[src/rtl/core/pcfr_pkg.sv]
// Shared constants, types and CRC-8 functions of the preamble CRC-8 frame receiver.
package pcfr_pkg;

   // CRC-8: polynomial x^8 + x^5 + x^4 + 1, MSB first, no reflection
   localparam logic [7:0] CRC_POLY = 8'h31;
   localparam logic [7:0] CRC_INIT = 8'hFF;

   // Frame positions: length byte first, payload after sender and receiver
   localparam int unsigned POS_W = 9;
   localparam logic [POS_W-1:0] FIRST_FRAME_POS = 9'd4;
   localparam logic [POS_W-1:0] PAYLOAD_START   = 9'd7;

   // Register widths and reset values
   localparam int unsigned PREAMBLE_W = 32;
   localparam int unsigned TICKS_W    = 16;
   localparam int unsigned CSR_DATA_W = 32;
   localparam logic [PREAMBLE_W-1:0] PREAMBLE_RESET = 32'h0102_0304;
   localparam logic [TICKS_W-1:0]    TIMEOUT_RESET  = 16'd1000;

   // Register indexes
   typedef enum logic [0:0] {
      CSR_PREAMBLE = 1'b0,
      CSR_TIMEOUT  = 1'b1
   } csr_index_type;

   // Input item codes
   typedef enum logic [0:0] {
      OP_BYTE = 1'b0,
      OP_TICK = 1'b1
   } opcode_type;

   // Configuration as seen by the framer
   typedef struct packed {
      logic [PREAMBLE_W-1:0] preamble_word;
      logic [TICKS_W-1:0]    timeout_ticks;
      logic [7:0]            preamble_crc;
   } cfg_type;

   // One result item
   typedef struct packed {
      logic             byte_valid;
      logic [POS_W-1:0] byte_position;
      logic [7:0]       frame_byte;
      logic             frame_done;
      logic             frame_good;
      logic             received_flag;
      logic             error_flag;
   } rsp_type;

   // Advance the CRC by one byte
   function automatic logic [7:0] crc8_byte(input logic [7:0] crc, input logic [7:0] data);
      logic [7:0] c;
      c = crc ^ data;
      for (int i = 0; i < 8; i++) begin
         c = c[7] ? ((c << 1) ^ CRC_POLY) : (c << 1);
      end
      return c;
   endfunction

   // CRC from the initial value over the four preamble bytes, first byte high
   function automatic logic [7:0] crc8_word(input logic [PREAMBLE_W-1:0] word);
      logic [7:0] c;
      c = CRC_INIT;
      for (int k = 3; k >= 0; k--) begin
         c = crc8_byte(c, word[8*k +: 8]);
      end
      return c;
   endfunction

   localparam logic [7:0] PREAMBLE_CRC_RESET = crc8_word(PREAMBLE_RESET);

endpackage

[src/rtl/core/pcfr_if.sv]
// Handshake channel interfaces of the preamble CRC-8 frame receiver.

// Input channel: received bytes and timer ticks
interface pcfr_req_if;
   logic       valid;
   logic       ready;
   logic       opcode;
   logic [7:0] rx_byte;

   modport source (output valid, output opcode, output rx_byte, input ready);
   modport sink   (input valid, input opcode, input rx_byte, output ready);
endinterface

// Result channel: frame bytes and frame status
interface pcfr_rsp_if;
   logic                         valid;
   logic                         ready;
   logic                         byte_valid;
   logic [pcfr_pkg::POS_W-1:0]   byte_position;
   logic [7:0]                   frame_byte;
   logic                         frame_done;
   logic                         frame_good;
   logic                         received_flag;
   logic                         error_flag;

   modport source (output valid, output byte_valid, output byte_position, output frame_byte,
                   output frame_done, output frame_good, output received_flag,
                   output error_flag, input ready);
   modport sink   (input valid, input byte_valid, input byte_position, input frame_byte,
                   input frame_done, input frame_good, input received_flag,
                   input error_flag, output ready);
endinterface

// Configuration write channel
interface pcfr_csr_if;
   logic                                valid;
   logic                                ready;
   logic                                index;
   logic [pcfr_pkg::CSR_DATA_W-1:0]     data;

   modport source (output valid, output index, output data, input ready);
   modport sink   (input valid, input index, input data, output ready);
endinterface

[src/rtl/core/pcfr_csr_regs.sv]
// Configuration registers, with the preamble CRC worked out when the preamble is written.
module pcfr_csr_regs (
   input  logic                                clock,
   input  logic                                reset,
   input  logic                                wr_en,
   input  logic                                wr_index,
   input  logic [pcfr_pkg::CSR_DATA_W-1:0]     wr_data,
   output pcfr_pkg::cfg_type                   cfg
);

   logic [pcfr_pkg::PREAMBLE_W-1:0] preamble_ff;
   logic [pcfr_pkg::TICKS_W-1:0]    ticks_ff;
   logic [7:0]                      pcrc_ff;

   // Write on each transfer; unknown indexes cannot occur with a one-bit index
   always_ff @(posedge clock) begin
      if (reset) begin
         preamble_ff <= pcfr_pkg::PREAMBLE_RESET;
         ticks_ff    <= pcfr_pkg::TIMEOUT_RESET;
         pcrc_ff     <= pcfr_pkg::PREAMBLE_CRC_RESET;
      end else if (wr_en) begin
         unique case (pcfr_pkg::csr_index_type'(wr_index))
            pcfr_pkg::CSR_PREAMBLE: begin
               preamble_ff <= wr_data[pcfr_pkg::PREAMBLE_W-1:0];
               pcrc_ff     <= pcfr_pkg::crc8_word(wr_data[pcfr_pkg::PREAMBLE_W-1:0]);
            end
            pcfr_pkg::CSR_TIMEOUT: begin
               ticks_ff <= wr_data[pcfr_pkg::TICKS_W-1:0];
            end
            default: begin
               ticks_ff <= ticks_ff;
            end
         endcase
      end
   end

   assign cfg.preamble_word = preamble_ff;
   assign cfg.timeout_ticks = ticks_ff;
   assign cfg.preamble_crc  = pcrc_ff;

endmodule

[src/rtl/core/pcfr_framer.sv]
// Frame state: preamble hunt, byte counting, running CRC, timeout and status flags.
module pcfr_framer (
   input  logic                 clock,
   input  logic                 reset,
   input  logic                 accept,
   input  logic                 opcode,
   input  logic [7:0]           rx_byte,
   input  pcfr_pkg::cfg_type    cfg,
   output pcfr_pkg::rsp_type    result
);

   logic [pcfr_pkg::PREAMBLE_W-1:0] hunt_ff, hunt_in;
   logic [pcfr_pkg::POS_W-1:0]      count_ff, count_in;
   logic [7:0]                      len_ff, len_in;
   logic [7:0]                      crc_ff, crc_in;
   logic [pcfr_pkg::TICKS_W-1:0]    tcount_ff, tcount_in;
   logic                            trun_ff, trun_in;
   logic                            good_ff, good_in;
   logic                            bad_ff, bad_in;

   logic [pcfr_pkg::PREAMBLE_W-1:0] hunt_shifted;
   logic [pcfr_pkg::TICKS_W-1:0]    tcount_inc;
   logic [pcfr_pkg::POS_W-1:0]      crc_pos;
   logic                            hunting;

   assign hunting      = (count_ff == '0);
   assign hunt_shifted = {hunt_ff[pcfr_pkg::PREAMBLE_W-9:0], rx_byte};
   assign tcount_inc   = tcount_ff + 1'b1;
   assign crc_pos      = pcfr_pkg::PAYLOAD_START + {1'b0, len_ff};

   // Work out the next state and the result of the current item
   always_comb begin
      hunt_in   = hunt_ff;
      count_in  = count_ff;
      len_in    = len_ff;
      crc_in    = crc_ff;
      tcount_in = tcount_ff;
      trun_in   = trun_ff;
      good_in   = good_ff;
      bad_in    = bad_ff;
      result    = '0;

      if (pcfr_pkg::opcode_type'(opcode) == pcfr_pkg::OP_TICK) begin
         // Count ticks while a frame is open; abort once the limit is reached
         if (trun_ff) begin
            tcount_in = tcount_inc;
            if (tcount_inc >= cfg.timeout_ticks) begin
               count_in          = '0;
               trun_in           = 1'b0;
               bad_in            = 1'b1;
               result.frame_done = 1'b1;
            end
         end
      end else if (hunting) begin
         // Shift the byte in and look for the preamble
         hunt_in = hunt_shifted;
         if (hunt_shifted == cfg.preamble_word) begin
            crc_in    = cfg.preamble_crc;
            count_in  = pcfr_pkg::FIRST_FRAME_POS;
            good_in   = 1'b0;
            tcount_in = '0;
            trun_in   = 1'b1;
         end
      end else if (count_ff >= pcfr_pkg::PAYLOAD_START && count_ff == crc_pos) begin
         // CRC byte: close the frame and check
         result.frame_done = 1'b1;
         count_in          = '0;
         trun_in           = 1'b0;
         if (crc_ff == rx_byte) begin
            result.frame_good = 1'b1;
            good_in           = 1'b1;
            bad_in            = 1'b0;
         end else begin
            bad_in = 1'b1;
         end
      end else begin
         // Frame byte: pass it out and advance the CRC
         if (count_ff == pcfr_pkg::FIRST_FRAME_POS) begin
            len_in = rx_byte;
         end
         crc_in               = pcfr_pkg::crc8_byte(crc_ff, rx_byte);
         result.byte_valid    = 1'b1;
         result.byte_position = count_ff;
         result.frame_byte    = rx_byte;
         count_in             = count_ff + 1'b1;
      end

      result.received_flag = good_in;
      result.error_flag    = bad_in;
   end

   // Hold state; advance only on an accepted item
   always_ff @(posedge clock) begin
      if (reset) begin
         hunt_ff   <= '0;
         count_ff  <= '0;
         len_ff    <= '0;
         crc_ff    <= pcfr_pkg::CRC_INIT;
         tcount_ff <= '0;
         trun_ff   <= 1'b0;
         good_ff   <= 1'b0;
         bad_ff    <= 1'b0;
      end else if (accept) begin
         hunt_ff   <= hunt_in;
         count_ff  <= count_in;
         len_ff    <= len_in;
         crc_ff    <= crc_in;
         tcount_ff <= tcount_in;
         trun_ff   <= trun_in;
         good_ff   <= good_in;
         bad_ff    <= bad_in;
      end
   end

endmodule

[src/rtl/core/pcfr_rsp_buf.sv]
// Two-entry result buffer that registers results and parts input from output stalls.
module pcfr_rsp_buf (
   input  logic                 clock,
   input  logic                 reset,
   input  logic                 push,
   input  pcfr_pkg::rsp_type    push_data,
   output logic                 not_full,
   output logic                 out_valid,
   input  logic                 out_ready,
   output pcfr_pkg::rsp_type    out_data
);

   pcfr_pkg::rsp_type mem_ff [2];
   logic              wr_ptr_ff, rd_ptr_ff;
   logic [1:0]        fill_ff;
   logic              pop;

   assign not_full  = (fill_ff != 2'd2);
   assign out_valid = (fill_ff != 2'd0);
   assign pop       = out_valid && out_ready;
   assign out_data  = mem_ff[rd_ptr_ff];

   // Store pushed results
   always_ff @(posedge clock) begin
      if (push) begin
         mem_ff[wr_ptr_ff] <= push_data;
      end
   end

   // Advance pointers and fill level
   always_ff @(posedge clock) begin
      if (reset) begin
         wr_ptr_ff <= 1'b0;
         rd_ptr_ff <= 1'b0;
         fill_ff   <= 2'd0;
      end else begin
         if (push) begin
            wr_ptr_ff <= ~wr_ptr_ff;
         end
         if (pop) begin
            rd_ptr_ff <= ~rd_ptr_ff;
         end
         case ({push, pop})
            2'b10:   fill_ff <= fill_ff + 2'd1;
            2'b01:   fill_ff <= fill_ff - 2'd1;
            default: fill_ff <= fill_ff;
         endcase
      end
   end

endmodule

[src/rtl/core/preamble_crc8_frame_receiver.sv]
// Top level of the preamble CRC-8 frame receiver.
//
//  Channel   Role   Transfer carries
//  req_chan  sink   opcode (byte or tick), rx_byte
//  rsp_chan  source byte_valid, byte_position, frame_byte, frame_done, frame_good, flags
//  csr_chan  sink   index (0 preamble_word, 1 timeout_ticks), data
//
// One item per clock cycle while req_chan.ready is high; each item gives one result,
// offered from the cycle after its transfer when no older result waits. The frame
// state updates in the cycle of the transfer; the result lands in a two-entry buffer.
// req_chan.ready falls only when both buffer entries wait on rsp_chan.
// Reset is synchronous and active high; csr_chan is always ready.
module preamble_crc8_frame_receiver (
   input  logic              clock,
   input  logic              reset,
   pcfr_req_if.sink          req_chan,
   pcfr_rsp_if.source        rsp_chan,
   pcfr_csr_if.sink          csr_chan
);

   pcfr_pkg::cfg_type cfg;
   pcfr_pkg::rsp_type result;
   pcfr_pkg::rsp_type out_data;
   logic              buf_not_full;
   logic              req_accept;

   assign csr_chan.ready = 1'b1;
   assign req_chan.ready = buf_not_full;
   assign req_accept     = req_chan.valid && buf_not_full;

   pcfr_csr_regs u_csr (
      .clock    (clock),
      .reset    (reset),
      .wr_en    (csr_chan.valid),
      .wr_index (csr_chan.index),
      .wr_data  (csr_chan.data),
      .cfg      (cfg)
   );

   pcfr_framer u_framer (
      .clock   (clock),
      .reset   (reset),
      .accept  (req_accept),
      .opcode  (req_chan.opcode),
      .rx_byte (req_chan.rx_byte),
      .cfg     (cfg),
      .result  (result)
   );

   pcfr_rsp_buf u_buf (
      .clock     (clock),
      .reset     (reset),
      .push      (req_accept),
      .push_data (result),
      .not_full  (buf_not_full),
      .out_valid (rsp_chan.valid),
      .out_ready (rsp_chan.ready),
      .out_data  (out_data)
   );

   assign rsp_chan.byte_valid    = out_data.byte_valid;
   assign rsp_chan.byte_position = out_data.byte_position;
   assign rsp_chan.frame_byte    = out_data.frame_byte;
   assign rsp_chan.frame_done    = out_data.frame_done;
   assign rsp_chan.frame_good    = out_data.frame_good;
   assign rsp_chan.received_flag = out_data.received_flag;
   assign rsp_chan.error_flag    = out_data.error_flag;

   // An accepted item always shows a result in the next cycle
   a_accept_gives_result: assert property (@(posedge clock) disable iff (reset)
      req_accept |=> rsp_chan.valid)
      else $error("no result after an input transfer");

   // Input back-pressure only while results are waiting
   a_stall_only_when_full: assert property (@(posedge clock) disable iff (reset)
      !req_chan.ready |-> rsp_chan.valid)
      else $error("input stalled with no result waiting");

   // Received and error flags never both set
   a_flags_exclusive: assert property (@(posedge clock) disable iff (reset)
      rsp_chan.valid |-> !(rsp_chan.received_flag && rsp_chan.error_flag))
      else $error("received and error flags both set");

endmodule
[src/flat_wrapper.sv]
// flat-port wrapper written by rule: the top's interface ports become plain ports
module preamble_crc8_frame_receiver_flat 
  (clock, reset, req_chan_valid, req_chan_opcode, req_chan_rx_byte, req_chan_ready, rsp_chan_valid, rsp_chan_byte_valid, rsp_chan_byte_position, rsp_chan_frame_byte, rsp_chan_frame_done, rsp_chan_frame_good, rsp_chan_received_flag, rsp_chan_error_flag, rsp_chan_ready, csr_chan_valid, csr_chan_index, csr_chan_data, csr_chan_ready);
  pcfr_req_if req_chan_i ();
  pcfr_rsp_if rsp_chan_i ();
  pcfr_csr_if csr_chan_i ();
  input  logic clock;
  input  logic reset;
  input wire logic [$bits(req_chan_i.valid)-1:0] req_chan_valid;
  input wire logic [$bits(req_chan_i.opcode)-1:0] req_chan_opcode;
  input wire logic [$bits(req_chan_i.rx_byte)-1:0] req_chan_rx_byte;
  output wire logic [$bits(req_chan_i.ready)-1:0] req_chan_ready;
  output wire logic [$bits(rsp_chan_i.valid)-1:0] rsp_chan_valid;
  output wire logic [$bits(rsp_chan_i.byte_valid)-1:0] rsp_chan_byte_valid;
  output wire logic [$bits(rsp_chan_i.byte_position)-1:0] rsp_chan_byte_position;
  output wire logic [$bits(rsp_chan_i.frame_byte)-1:0] rsp_chan_frame_byte;
  output wire logic [$bits(rsp_chan_i.frame_done)-1:0] rsp_chan_frame_done;
  output wire logic [$bits(rsp_chan_i.frame_good)-1:0] rsp_chan_frame_good;
  output wire logic [$bits(rsp_chan_i.received_flag)-1:0] rsp_chan_received_flag;
  output wire logic [$bits(rsp_chan_i.error_flag)-1:0] rsp_chan_error_flag;
  input wire logic [$bits(rsp_chan_i.ready)-1:0] rsp_chan_ready;
  input wire logic [$bits(csr_chan_i.valid)-1:0] csr_chan_valid;
  input wire logic [$bits(csr_chan_i.index)-1:0] csr_chan_index;
  input wire logic [$bits(csr_chan_i.data)-1:0] csr_chan_data;
  output wire logic [$bits(csr_chan_i.ready)-1:0] csr_chan_ready;
  assign req_chan_i.valid = req_chan_valid;
  assign req_chan_i.opcode = req_chan_opcode;
  assign req_chan_i.rx_byte = req_chan_rx_byte;
  assign req_chan_ready = req_chan_i.ready;
  assign rsp_chan_valid = rsp_chan_i.valid;
  assign rsp_chan_byte_valid = rsp_chan_i.byte_valid;
  assign rsp_chan_byte_position = rsp_chan_i.byte_position;
  assign rsp_chan_frame_byte = rsp_chan_i.frame_byte;
  assign rsp_chan_frame_done = rsp_chan_i.frame_done;
  assign rsp_chan_frame_good = rsp_chan_i.frame_good;
  assign rsp_chan_received_flag = rsp_chan_i.received_flag;
  assign rsp_chan_error_flag = rsp_chan_i.error_flag;
  assign rsp_chan_i.ready = rsp_chan_ready;
  assign csr_chan_i.valid = csr_chan_valid;
  assign csr_chan_i.index = csr_chan_index;
  assign csr_chan_i.data = csr_chan_data;
  assign csr_chan_ready = csr_chan_i.ready;
  preamble_crc8_frame_receiver u_core (.clock(clock), .reset(reset), .req_chan(req_chan_i), .rsp_chan(rsp_chan_i), .csr_chan(csr_chan_i));
endmodule
[config.mk]
export PLATFORM = sky130hd
export DESIGN_NAME = preamble_crc8_frame_receiver_flat
export DESIGN_NICKNAME = d
export VERILOG_FILES = /design/src/rtl/core/pcfr_pkg.sv /design/src/rtl/core/pcfr_if.sv /design/src/rtl/core/pcfr_csr_regs.sv /design/src/rtl/core/pcfr_framer.sv /design/src/rtl/core/pcfr_rsp_buf.sv /design/src/rtl/core/preamble_crc8_frame_receiver.sv /design/src/flat_wrapper.sv
export SDC_FILE = /design/constraint.sdc
export NUM_CORES = 1
export LEC_CHECK = 0
export ABC_CLOCK_PERIOD_IN_PS = 4800
export CAP_MARGIN = 25
export CORE_MARGIN = 4
export CORE_UTILIZATION = 65
export CTS_BUF_LIST = sky130_fd_sc_hd__clkbuf_8
export DETAILED_ROUTE_END_ITERATION = 12
export DONT_BUFFER_PORTS = 1
export HOLD_SLACK_MARGIN = 0.06
export PLACE_DENSITY = 0.84
export SLEW_MARGIN = 10
export SYNTH_ARGS = -nofsm -noshare
export SYNTH_HDL_FRONTEND = slang
export SYNTH_SLANG_ARGS = --single-unit
export TNS_END_PERCENT = 50
[constraint.sdc]
create_clock -name clock -period 4.8 [get_ports clock]
set_clock_uncertainty 0.2 [all_clocks]
set_input_delay 0 -clock clock [delete_from_list [all_inputs] [get_ports clock]]
set_output_delay 0 -clock clock [all_outputs]
set_load 0.05 [all_outputs]
# Word-level counts from Yosys, hierarchy flattened
# Memories as Yosys holds them, arrays and structs flattened. A register that Yosys moved wholly into a read port is not among the register bits.
# Cells that the tools add are included.
[totals]
register_bits = 128
latchBits = 0
ram_bits = 44
romBits = 0
output_inout_bits = 25
memories = 1
[op_classes]
add_sub_neg = 5
n_mul = 0
div_mod_pow = 0
order_cmp = 2
eq_ne = 12
shifts = 0
mux = 84
n_bitwise = 51
n_reduce_logical = 17
[mem_list]
columns = ["name", "words", "word_bits", "read_ports", "rd_ports_with_merged_regs", "write_ports", "line_no", "rtl"]
rows = [
  ["u_core.u_buf.mem_ff", 2, 22, 1, 1, 1, "pcfr_rsp_buf.sv:13", "pcfr_pkg::rsp_type mem_ff [2];"],
]
[op_table]
columns = ["operator", "n"]
rows = [
  ["6-bit two-way mux", 40],
  ["3-bit inverter", 40],
  ["16-bit two-way mux", 4],
  ["9-bit two-way mux", 6],
  ["18-bit two-way mux", 2],
  ["32-bit equality test", 1],
  ["8-bit XOR", 4],
  ["1-bit two-way mux", 26],
  ["8-bit two-way mux", 3],
  ["20-bit two-way mux", 1],
  ["16-bit by 1-bit adder with 16-bit output (second input constant)", 1],
  ["16-bit >= comparator", 1],
  ["4-bit AND reduction", 3],
  ["3-bit by 8-bit adder with 9-bit output (first input constant)", 1],
  ["9-bit by 1-bit adder with 9-bit output (second input constant)", 1],
  ["9-bit by 3-bit equality test with 1-bit output (second input constant)", 1],
  ["9-bit equality test", 1],
  ["9-bit by 3-bit >= comparator with 1-bit output (second input constant)", 1],
  ["9-bit logical NOT", 1],
  ["8-bit equality test", 1],
  ["8-bit inverter", 1],
  ["2-bit nonzero test", 4],
  ["2-bit by 1-bit inequality test with 1-bit output (second input constant)", 3],
  ["1-bit inverter", 6],
  ["13 further kinds", 18],
]

# Longest topological paths before layout
# Gate-level depths: netlist of run 1.
[logic_depth]
depth_word = 68
depth_mapped = 17

# By module
# A second synthesis of run 1 with hierarchy kept.
[hier_totals]
cells_unflattened = 995
area_unflattened_um2 = 9281.4
[by_module_without_submodules]
columns = ["module", "n_inst", "cells_per_inst", "area_each_um2", "seq_area_each_um2"]
rows = [
  ["pcfr_framer", 1, 595, 4611.9, 1361.3],
  ["pcfr_csr_regs", 1, 306, 2859.0, 1121.1],
  ["pcfr_rsp_buf", 1, 91, 1793.0, 1421.4],
  ["preamble_crc8_frame_receiver", 1, 3, 17.5, 0.0],
]

# Worst setup path before layout of run 1
# Ideal clock, no wire load.
[synth_path]
path_type = "register -> register"
from = "register u_core.u_framer.tcount_ff[0] in the netlist's numbering"
to = "memory u_core.u_buf.mem_ff[0][0] in the netlist's numbering (data pin)"
arrival_ps = 3225
required_time_ps = 4343
path_slack_ps = 1118
path_stages_with_launch = 18
n_path_buf = 3
synth_period_minus_slack_ps = 3682
path_cell_list = "dfxtp_1 > and3_1 > and3_1 > clkbuf_1 > and4_1 > clkbuf_1 > nand3_1 > xnor2_1 > ha_1 > a21o_1 > a21o_1 > a21oi_1 > o21ai_0 > a31oi_1 > o21a_1 > clkbuf_1 > nor2_1 > o21ba_2"
[synth_lines]
columns = ["item", "line_no", "rtl"]
rows = [
  ["start: declaration", "pcfr_framer.sv:16", "logic [pcfr_pkg::TICKS_W-1:0] tcount_ff, tcount_in;"],
  ["start signal: assignment", "pcfr_framer.sv:108", "tcount_ff <= tcount_in;"],
  ["end: declaration", "pcfr_rsp_buf.sv:13", ""],
]

# Worst setup path in the final report of run 1
[layout_path]
from = "register u_core.u_framer.tcount_ff[0] in the netlist's numbering"
to = "register u_core.u_framer.count_ff[1] in the netlist's numbering"
[layout_via]
elab_chain_len = 4
[layout_lines]
columns = ["item", "line_no", "rtl"]
rows = [
  ["16-bit by 1-bit adder with 16-bit output", "pcfr_framer.sv:28", "assign tcount_inc = tcount_ff + 1'b1;"],
  ["16-bit >= comparator", "pcfr_framer.sv:47", "if (tcount_inc >= cfg.timeout_ticks) begin"],
  ["2-bit by 1-bit inequality test with 1-bit output (no source line)", "n/a", ""],
  ["4-bit AND reduction (no source line)", "n/a", ""],
  ["end signal: assignment", "pcfr_framer.sv:105", "count_ff <= count_in;"],
  ["end: declaration", "pcfr_framer.sv:13", "logic [pcfr_pkg::POS_W-1:0] count_ff, count_in;"],
]
# No other way between the ends.
# A chain may end at the register's enable or synchronous reset.

==> results.ini, run 1 <==
[setup_path]
crit_chain=and3_1 -> and3_1 -> and4_1 -> nand3_1 -> xnor2_1 -> ha_1 -> a21o_1 -> a21o_1 -> a21oi_1 -> o21ai_0 -> a31oi_1 -> o21a_1 -> or3_1 -> a21oi_1 -> dlygate4sd3_1
worstRegToRegCells=15
path_max_fanout=12
critical_path_required_ns=4.97
cp_top_family=compound AO/OA/AOI/OAI gates
slowest_delay_ns=0.58
arrival_ns=4.45
critPathSlowestCell=dlygate4sd3_1
path_class=register to register
critical_path_depth=15
start_kind=register
cp-end-kind=register
path_buf_inv=1

[global_routing]
grt-ovfl-total=0
grt_pass1_vias=7320
grt_pass1_wl_mm=38.7
grtUsageTotal_pct=30.8
grt_max_degree=118
antenna_found_initial=1

[placement]
hpwlAfterDp_mm=13.4
dp_slack_ns=0.949
io_buffers=0
gp_congestion=0.855

[logic_synthesis]
yosys_warnings=0
syn_inst=975
synth_seq_cells=173
synth.distinct_cells=56
ys_seq_area_share_pct=43.7
synthFlopType=dfxtp_1
synthArstFlopShare_pct=0
synth_edf_count=44
avgSynthCellArea_sq_um=9.17
synthesis.area_sq_mm=0.00894
syn_nets=1043

[final_layout]
multi_input_comb_area_sq_mm=0.00474
final_util_pct=77.1
final_cell_mix=nand2_1, dfxtp_1, a21oi_1
regArea_sq_mm=0.00390
synthToLayoutAreaGrowth_pct=15.2
nFillCells=847
final_common_cell=nand2_1
fin_nets=1101
drive_above_1_share_pct=8.70

[power]
swShare_pct=37.4
p_clk_share_pct=23.3
p_sw_mw=1.64
p_int_mw=2.74
ir_worst_vdd_v=0.000396
leakage_nw=4.06
p_comb_share_pct=37.2
powerDensity_mw_per_mm2=426
pwr-share-seq_pct=39.5

[die]
die_area_sq_mm=0.0157
io_pins=72
num_rows=42
start_util_pct=66.9
core-area_sq_mm=0.0133
die_h_um=125
dieWidth_um=125

[route]
wl_per_cell_um=19.5
via_per_inst=6.03
dr_wl_met2_mm=11.4
drc=0
drt_iter0_markers=1033
num_vias=7369
drtAntennaViolNets=0
wl_met1_mm=9.28
first_pass_iters=5
route.met3.wl_mm=1.95
highest_layer=met4
finalWirelength_mm=23.8

[timing]
max_freq_mhz=234
grt_setup_unrepaired=no
finalCritPeriodShare_pct=89.2
fin_ws_ns=0.520
hold_viol_final=0
tightestPinTransition_ns=0.921
slew_headroom_pct=38.4
final_max_slew_viol_count=0
fin_setup_tns_ns=0
fin_crit_ns=4.28
final-setup-viol-count=0

[worst_hold_path]
hold_depth=3
hold_class=primary input to register

[clock_network]
cts_inserted_buffers=17
cts_buffer_depth=2
htreeDepth=4
clkSinkCount=173
insertion_delay_ns=0.48
cts.reportedPaths.clkPinSlew_ns=0.10
cts_tree=yes
root_buffer=clkbuf_8
post-cts-setup-buffer-count=0

[flow_run]
drv_cap=0

[outcome]
status=finished, final reports clean

==> power by group through the flow <==
stage / Combinational (mW) / Clock [mW] / Sequential [mW]
after detailed placement: 1.46 / 0 / 1.76
final: 1.63 / 1.02 / 1.73
after floorplan: 1.33 / 0 / 1.72
after global routing: 1.71 / 1.10 / 1.75
after global placement: 1.43 / 0 / 1.76
after CTS: 1.55 / 1.04 / 1.73
==> logic make-up (layout without fill, tap and decap cells) <==
family	count (synthesis)	count (layout)	share of synthesized area [%]
compound gates	163	163	10.6
mux	37	37	4.45
simple gates	350	350	17.7
fa+ha+maj	21	21	2.94
buf+inv	78	149	3.43
xor+xnor	152	152	17.1
other cells	1	2	0.0420
flops	173	173	43.7
==> synthesized netlist by cell type, drive strengths merged, types with 7 or more instances <==
cell type  instances  share of area [%]
nand2            179                7.5
dfxtp            129                 29
a21oi             90                5.0
xnor2             80                9.0
xor2              67                6.8
nor2              58                2.4
edfxtp            44                 15
clkbuf            42                1.8
o21ai             27                1.5
inv               24                1.0
mux2              22                2.8
ha                21                2.9
nand3             19                1.1
nor3              19                1.2
and2              18                1.3
mux2i             15                1.7
buf               12               0.66
nand3b            12                1.0
nor4              12               0.84
and3              10               0.70
a22oi              8               0.67
a21o               7               0.59
==> worst register-to-register path: cells and delay by family, from the launching register on <==
family	cells	cell delay [ns]
buffers and inverters	1	0.58
adder cells (fa/ha/maj)	1	0.29
flip-flops	1	0.43
AND/OR/NAND/NOR	5	1.20
AO/OA/AOI/OAI	7	1.29
XOR/XNOR	1	0.21
==> registers in the layout (all words and copies together), names as in the netlist, named ones only <==
signal / count
u_core.u_csr.preamble_ff: 32
u_core.u_framer.hunt_ff: 24
u_core.u_csr.pcrc_ff: 8
u_core.u_buf.rd_ptr_ff: 1
u_core.u_framer.count_ff: 9
u_core.u_framer.good_ff: 1
u_core.u_framer.crc_ff: 8
u_core.u_framer.tcount_ff: 16
u_core.u_buf.fill_ff: 2
u_core.u_framer.bad_ff: 1
u_core.u_buf.mem_ff: 44
u_core.u_buf.wr_ptr_ff: 1
u_core.u_framer.trun_ff: 1
u_core.u_framer.len_ff: 8
u_core.u_csr.ticks_ff: 16
==> layout make-up <==
type,count,share of cell area (%)
antenna,1,0.0243
clock buffer,17,2.27
clock inverter,15,1.53
inverter,24,0.875
multi-input combinational,724,46.1
sequential,173,37.9
tap,176,2.14
timing repair buffer,93,9.14
==> layer usage <==
metal | vias up | GRT usage, %
met5 | - | 0
met4 | 0 | 16.5
met3 | 103 | 7.38
met2 | 376 | 50.7
met1 | 3478 | 37.5
li1 | 3412 | -
==> worst paths after layout <==
| kind | slack, ns | start | endpoint |
|---|---|---|---|
| min | 0.12 | csr_chan_data[2] | u_core.u_csr.ticks_ff[2]$_SDFFE_PP0P_ |
| max reg2reg | 0.52 | u_core.u_framer.tcount_ff[0]$_SDFFE_PP0P_ | u_core.u_framer.count_ff[1]$_SDFFE_PP0P_ |
| min reg2reg | 0.27 | u_core.u_framer.hunt_ff[21]$_SDFFE_PP0P_ | u_core.u_framer.hunt_ff[21]$_SDFFE_PP0P_ |
| max | 0.52 | u_core.u_framer.tcount_ff[0]$_SDFFE_PP0P_ | u_core.u_framer.count_ff[1]$_SDFFE_PP0P_ |
==> repair_timing <==
action / CTS / global route
endpoints found under the hold margin: 173 / 22
hold buffers: 84 / 1
gates resized for setup: 0 / 0
==> through the flow <==
stage,hold slack (ns),std cells,power (mW),instance area [sq um]
4_1_cts,0.0655,1218,4.32,10200
6_report,0.119,1223,4.39,10300
3_5_place_dp,-0.119,1102,3.22,9000
5_1_grt,0.0962,1223,4.56,10300
3_3_place_gp,-0.118,1101,3.19,8980
2_1_floorplan,-0.0760,975,3.05,8940
Note: power is estimated with default switching activity, not from simulation.
==> inputs of run 2 (changes only) <==
- ABC_AREA: not set -> 1
==> run 2 against run 1 <==
Against the previous run: maximum frequency fell by 3.6%; critical endpoint is now u_core.u_csr.pcrc_ff[0]$_SDFFE_PP1P_; combinational power barely moved; critical path depth is 17 higher.
==> results.ini, run 2 <==
[outcome]
status=finished, final reports clean

[final_layout]
final_area_sq_mm=0.0109  ; +6.2%
biggestRegsByFlops=u_core.u_buf.mem_ff (44), u_core.u_csr.preamble_ff (32), u_core.u_framer.hunt_ff (24)
regMostFlops=u_core.u_buf.mem_ff
final_cell_mix=nand2_1, inv_1, dfxtp_1
stdcell_count=1511  ; +24%
largest_reg_flops=44  ; unchanged
drive_above_1_share_pct=10.5  ; +1.8 points
final_common_cell=nand2_1
synthToLayoutAreaGrowth_pct=13.6
fin_nets=1381  ; +25%
nFillCells=1050  ; +24%

[logic_synthesis]
synth_area_leaders=dfxtp_1, edfxtp_1, nand2_1
synth_commonest_cells=nand2_1, inv_1, dfxtp_1
synth.distinct_cells=44  ; -21%
syn_inst=1258  ; +29%
synth_top_area_cell=dfxtp_1
synth_edf_count=44  ; unchanged
syn_nets=1326  ; +27%
synth_top_area_share_pct=26.8  ; -2.1 points
yosys_warnings=0  ; unchanged
synthArstFlopShare_pct=0  ; unchanged
avgSynthCellArea_sq_um=7.65  ; -17%
synthFlopType=dfxtp_1
ys_seq_area_share_pct=40.6  ; -3.1 points
synth_seq_cells=173  ; unchanged
synthesis.area_sq_mm=0.00962  ; +7.7%
yosysMostFrequentCell=nand2_1

[setup_path]
arrival_ns=4.61  ; +0.16 ns
start_kind=primary input
reg2reg_slack_ns=0.54  ; +0.02 ns
rr_startpoint=u_core.u_framer.tcount_ff[0]$_SDFFE_PP0P_
critPathSlowestCell=dlygate4sd3_1
cp-end-kind=register
path_max_fanout=5  ; -7
worstRegToRegCells=25  ; +10
r2r_end=u_core.u_framer.count_ff[1]$_SDFFE_PP0P_
path_class=primary input to register
critical_path_required_ns=4.97  ; about the same
slowest_delay_ns=0.56  ; -0.02 ns
critPathMostFrequentCell=nand2_1

[route]
finalWirelength_mm=23.9  ; +0.30%
drt_iter0_markers=674  ; -35%
num_vias=8542  ; +16%
wl_per_cell_um=15.8  ; -19%
first_pass_iters=8  ; +3
via_per_inst=5.65  ; -6.2%
drtAntennaViolNets=0  ; unchanged
drc=0  ; unchanged

[flow_run]
drv_cap=0  ; unchanged

[timing]
fin_setup_tns_ns=0  ; unchanged
slew_headroom_pct=38.2  ; -0.14 points
fin_crit_ns=4.44  ; +0.160 ns
finalCritPeriodShare_pct=92.5  ; +3.3 points
fin_ws_ns=0.360  ; -0.160 ns
hold_viol_final=0  ; unchanged
final-setup-viol-count=0  ; unchanged
tightestPinTransition_ns=0.925  ; +0.00420 ns
grt_setup_unrepaired=no
max_freq_mhz=225  ; -3.6%
final_max_slew_viol_count=0  ; unchanged

[clock_network]
htreeDepth=4  ; unchanged
cts_buffer_depth=2  ; unchanged
cts.reportedPaths.clkPinSlew_ns=0.10  ; about the same
root_buffer=clkbuf_8
cts_inserted_buffers=17  ; unchanged
insertion_delay_ns=0.48  ; about the same
post-cts-setup-buffer-count=0  ; unchanged
clkSinkCount=173  ; unchanged
cts_tree=yes

[power]
p_total_mw=4.40  ; +0.29%
powerDensity_mw_per_mm2=402  ; -5.6%
leakage_nw=4.81  ; +18%
ir_worst_vdd_v=0.000252  ; -36%

[global_routing]
grt-ovfl-total=0  ; unchanged
grtUsageTotal_pct=29.3  ; -1.5 points
antenna_found_initial=2  ; +1
grt_pass1_vias=8351  ; +14%
grt_max_degree=65  ; -45%
grt_pass1_wl_mm=39.4  ; +1.8%

[worst_hold_path]
hold_depth=3  ; unchanged
hold-path-endpoint=u_core.u_csr.preamble_ff[23]$_SDFFE_PP0P_
hold_class=primary input to register
hold_start=csr_chan_data[23]

[die]
dieWidth_um=130  ; +3.5%
num_rows=44  ; +4.8%
die_area_sq_mm=0.0168  ; +7.2%
core-area_sq_mm=0.0145  ; +8.9%
start_util_pct=66.2  ; -0.73 points
io_pins=72  ; unchanged
die_h_um=130  ; +3.5%

[placement]
dpl_cell_area_sq_mm=0.00976  ; +8.5%
dp_cells=1409  ; +28%
io_buffers=0  ; unchanged
gp_congestion=0.946  ; +11%
dp_slack_ns=0.959  ; +0.00973 ns
hpwlAfterDp_mm=16.4  ; +22%

==> run 2: cell count changes after synthesis, sizes merged, moves of 25 or more <==
cell | before | now
nor2 | 58 | 109
a21oi | 90 | 64
a211oi | 4 | 35
o21ai | 27 | 64
inv | 24 | 172
xor2 | 67 | 42
nand3 | 19 | 123
nand2 | 179 | 269
xnor2 | 80 | 44
==> run 2: per-layer routing <==
metal | up-vias | share of wire, % | global-route usage (%)
li1 | 4234 | - | -
met1 | 3904 | 41 | 35.4
met2 | 321 | 48 | 48.6
met3 | 81 | 6.9 | 7.50
met4 | 2 | 4.2 | 14.2
met5 | - | 0.054 | 0
==> run 2: how the worst max path moves through the flow <==
stage,depth (start not counted),start,to,slack [ns]
after global routing,32,csr_chan_data[26],u_core.u_csr.pcrc_ff[0]$_SDFFE_PP1P_,0.05
after CTS,29,csr_chan_data[29],u_core.u_csr.pcrc_ff[5]$_SDFFE_PP1P_,0.02
after floorplan,18,u_core.u_framer.tcount_ff[0]$_SDFFE_PP0P_,u_core.u_buf.mem_ff[0][0]$_DFFE_PP_,1.43
final,32,csr_chan_data[26],u_core.u_csr.pcrc_ff[0]$_SDFFE_PP1P_,0.36
after detailed placement,24,u_core.u_framer.tcount_ff[0]$_SDFFE_PP0P_,u_core.u_framer.count_ff[4]$_SDFFE_PP0P_,0.96
after global placement,20,u_core.u_framer.tcount_ff[0]$_SDFFE_PP0P_,u_core.u_framer.count_ff[6]$_SDFFE_PP0P_,1.04
==> run 2: worst max-delay path, delay by kind of cell <==
family                 cells  cell delay [ns]
buffers and inverters      5             2.32
AND/OR/NAND/NOR           27             2.27
==> run 2: kinds of logic after synthesis <==
logic type	after synthesis	synth area share [%]
buf+inv	213	8.40
mux	22	2.57
xor+xnor	86	7.98
simple gates	551	26.0
other cells	1	0.0390
flops	173	40.6
compound gates	191	11.7
fa+ha+maj	21	2.73
==> run 2: where the power goes <==
| group | internal (mW) | switching, mW |
|---|---|---|
| sequential | 1.64 | 0.0850 |
| clock | 0.437 | 0.596 |
| combinational | 0.574 | 1.07 |
==> run 2: repair_timing <==
action,4_1_cts,5_1_grt
setup endpoints to repair,0,3
gates resized for setup,0,11
endpoints found under the hold margin,182,0
hold buffers,71,0
==> run 2: final cells by class <==
type | count | area, sq um | area share [%]
Timing Repair Buffer | 74 | 757 | 6.92
Inverter | 175 | 657 | 6.01
Multi-Input combinational cell | 872 | 4970 | 45.5
Tap cell | 184 | 230 | 2.11
Sequential cell | 173 | 3900 | 35.7
Clock buffer | 17 | 234 | 2.14
Antenna cell | 1 | 2.50 | 0.0229
Clock inverter | 15 | 173 | 1.58
==> run 2: metrics by stage <==
step	hold slack [ns]	util [%]
6_report	0.0784	75.2
5_1_grt	0.0924	75.2
4_1_cts	0.0606	75.0
3_5_place_dp	-0.119	67.2
3_3_place_gp	-0.126	67.0
2_1_floorplan	-0.0737	-
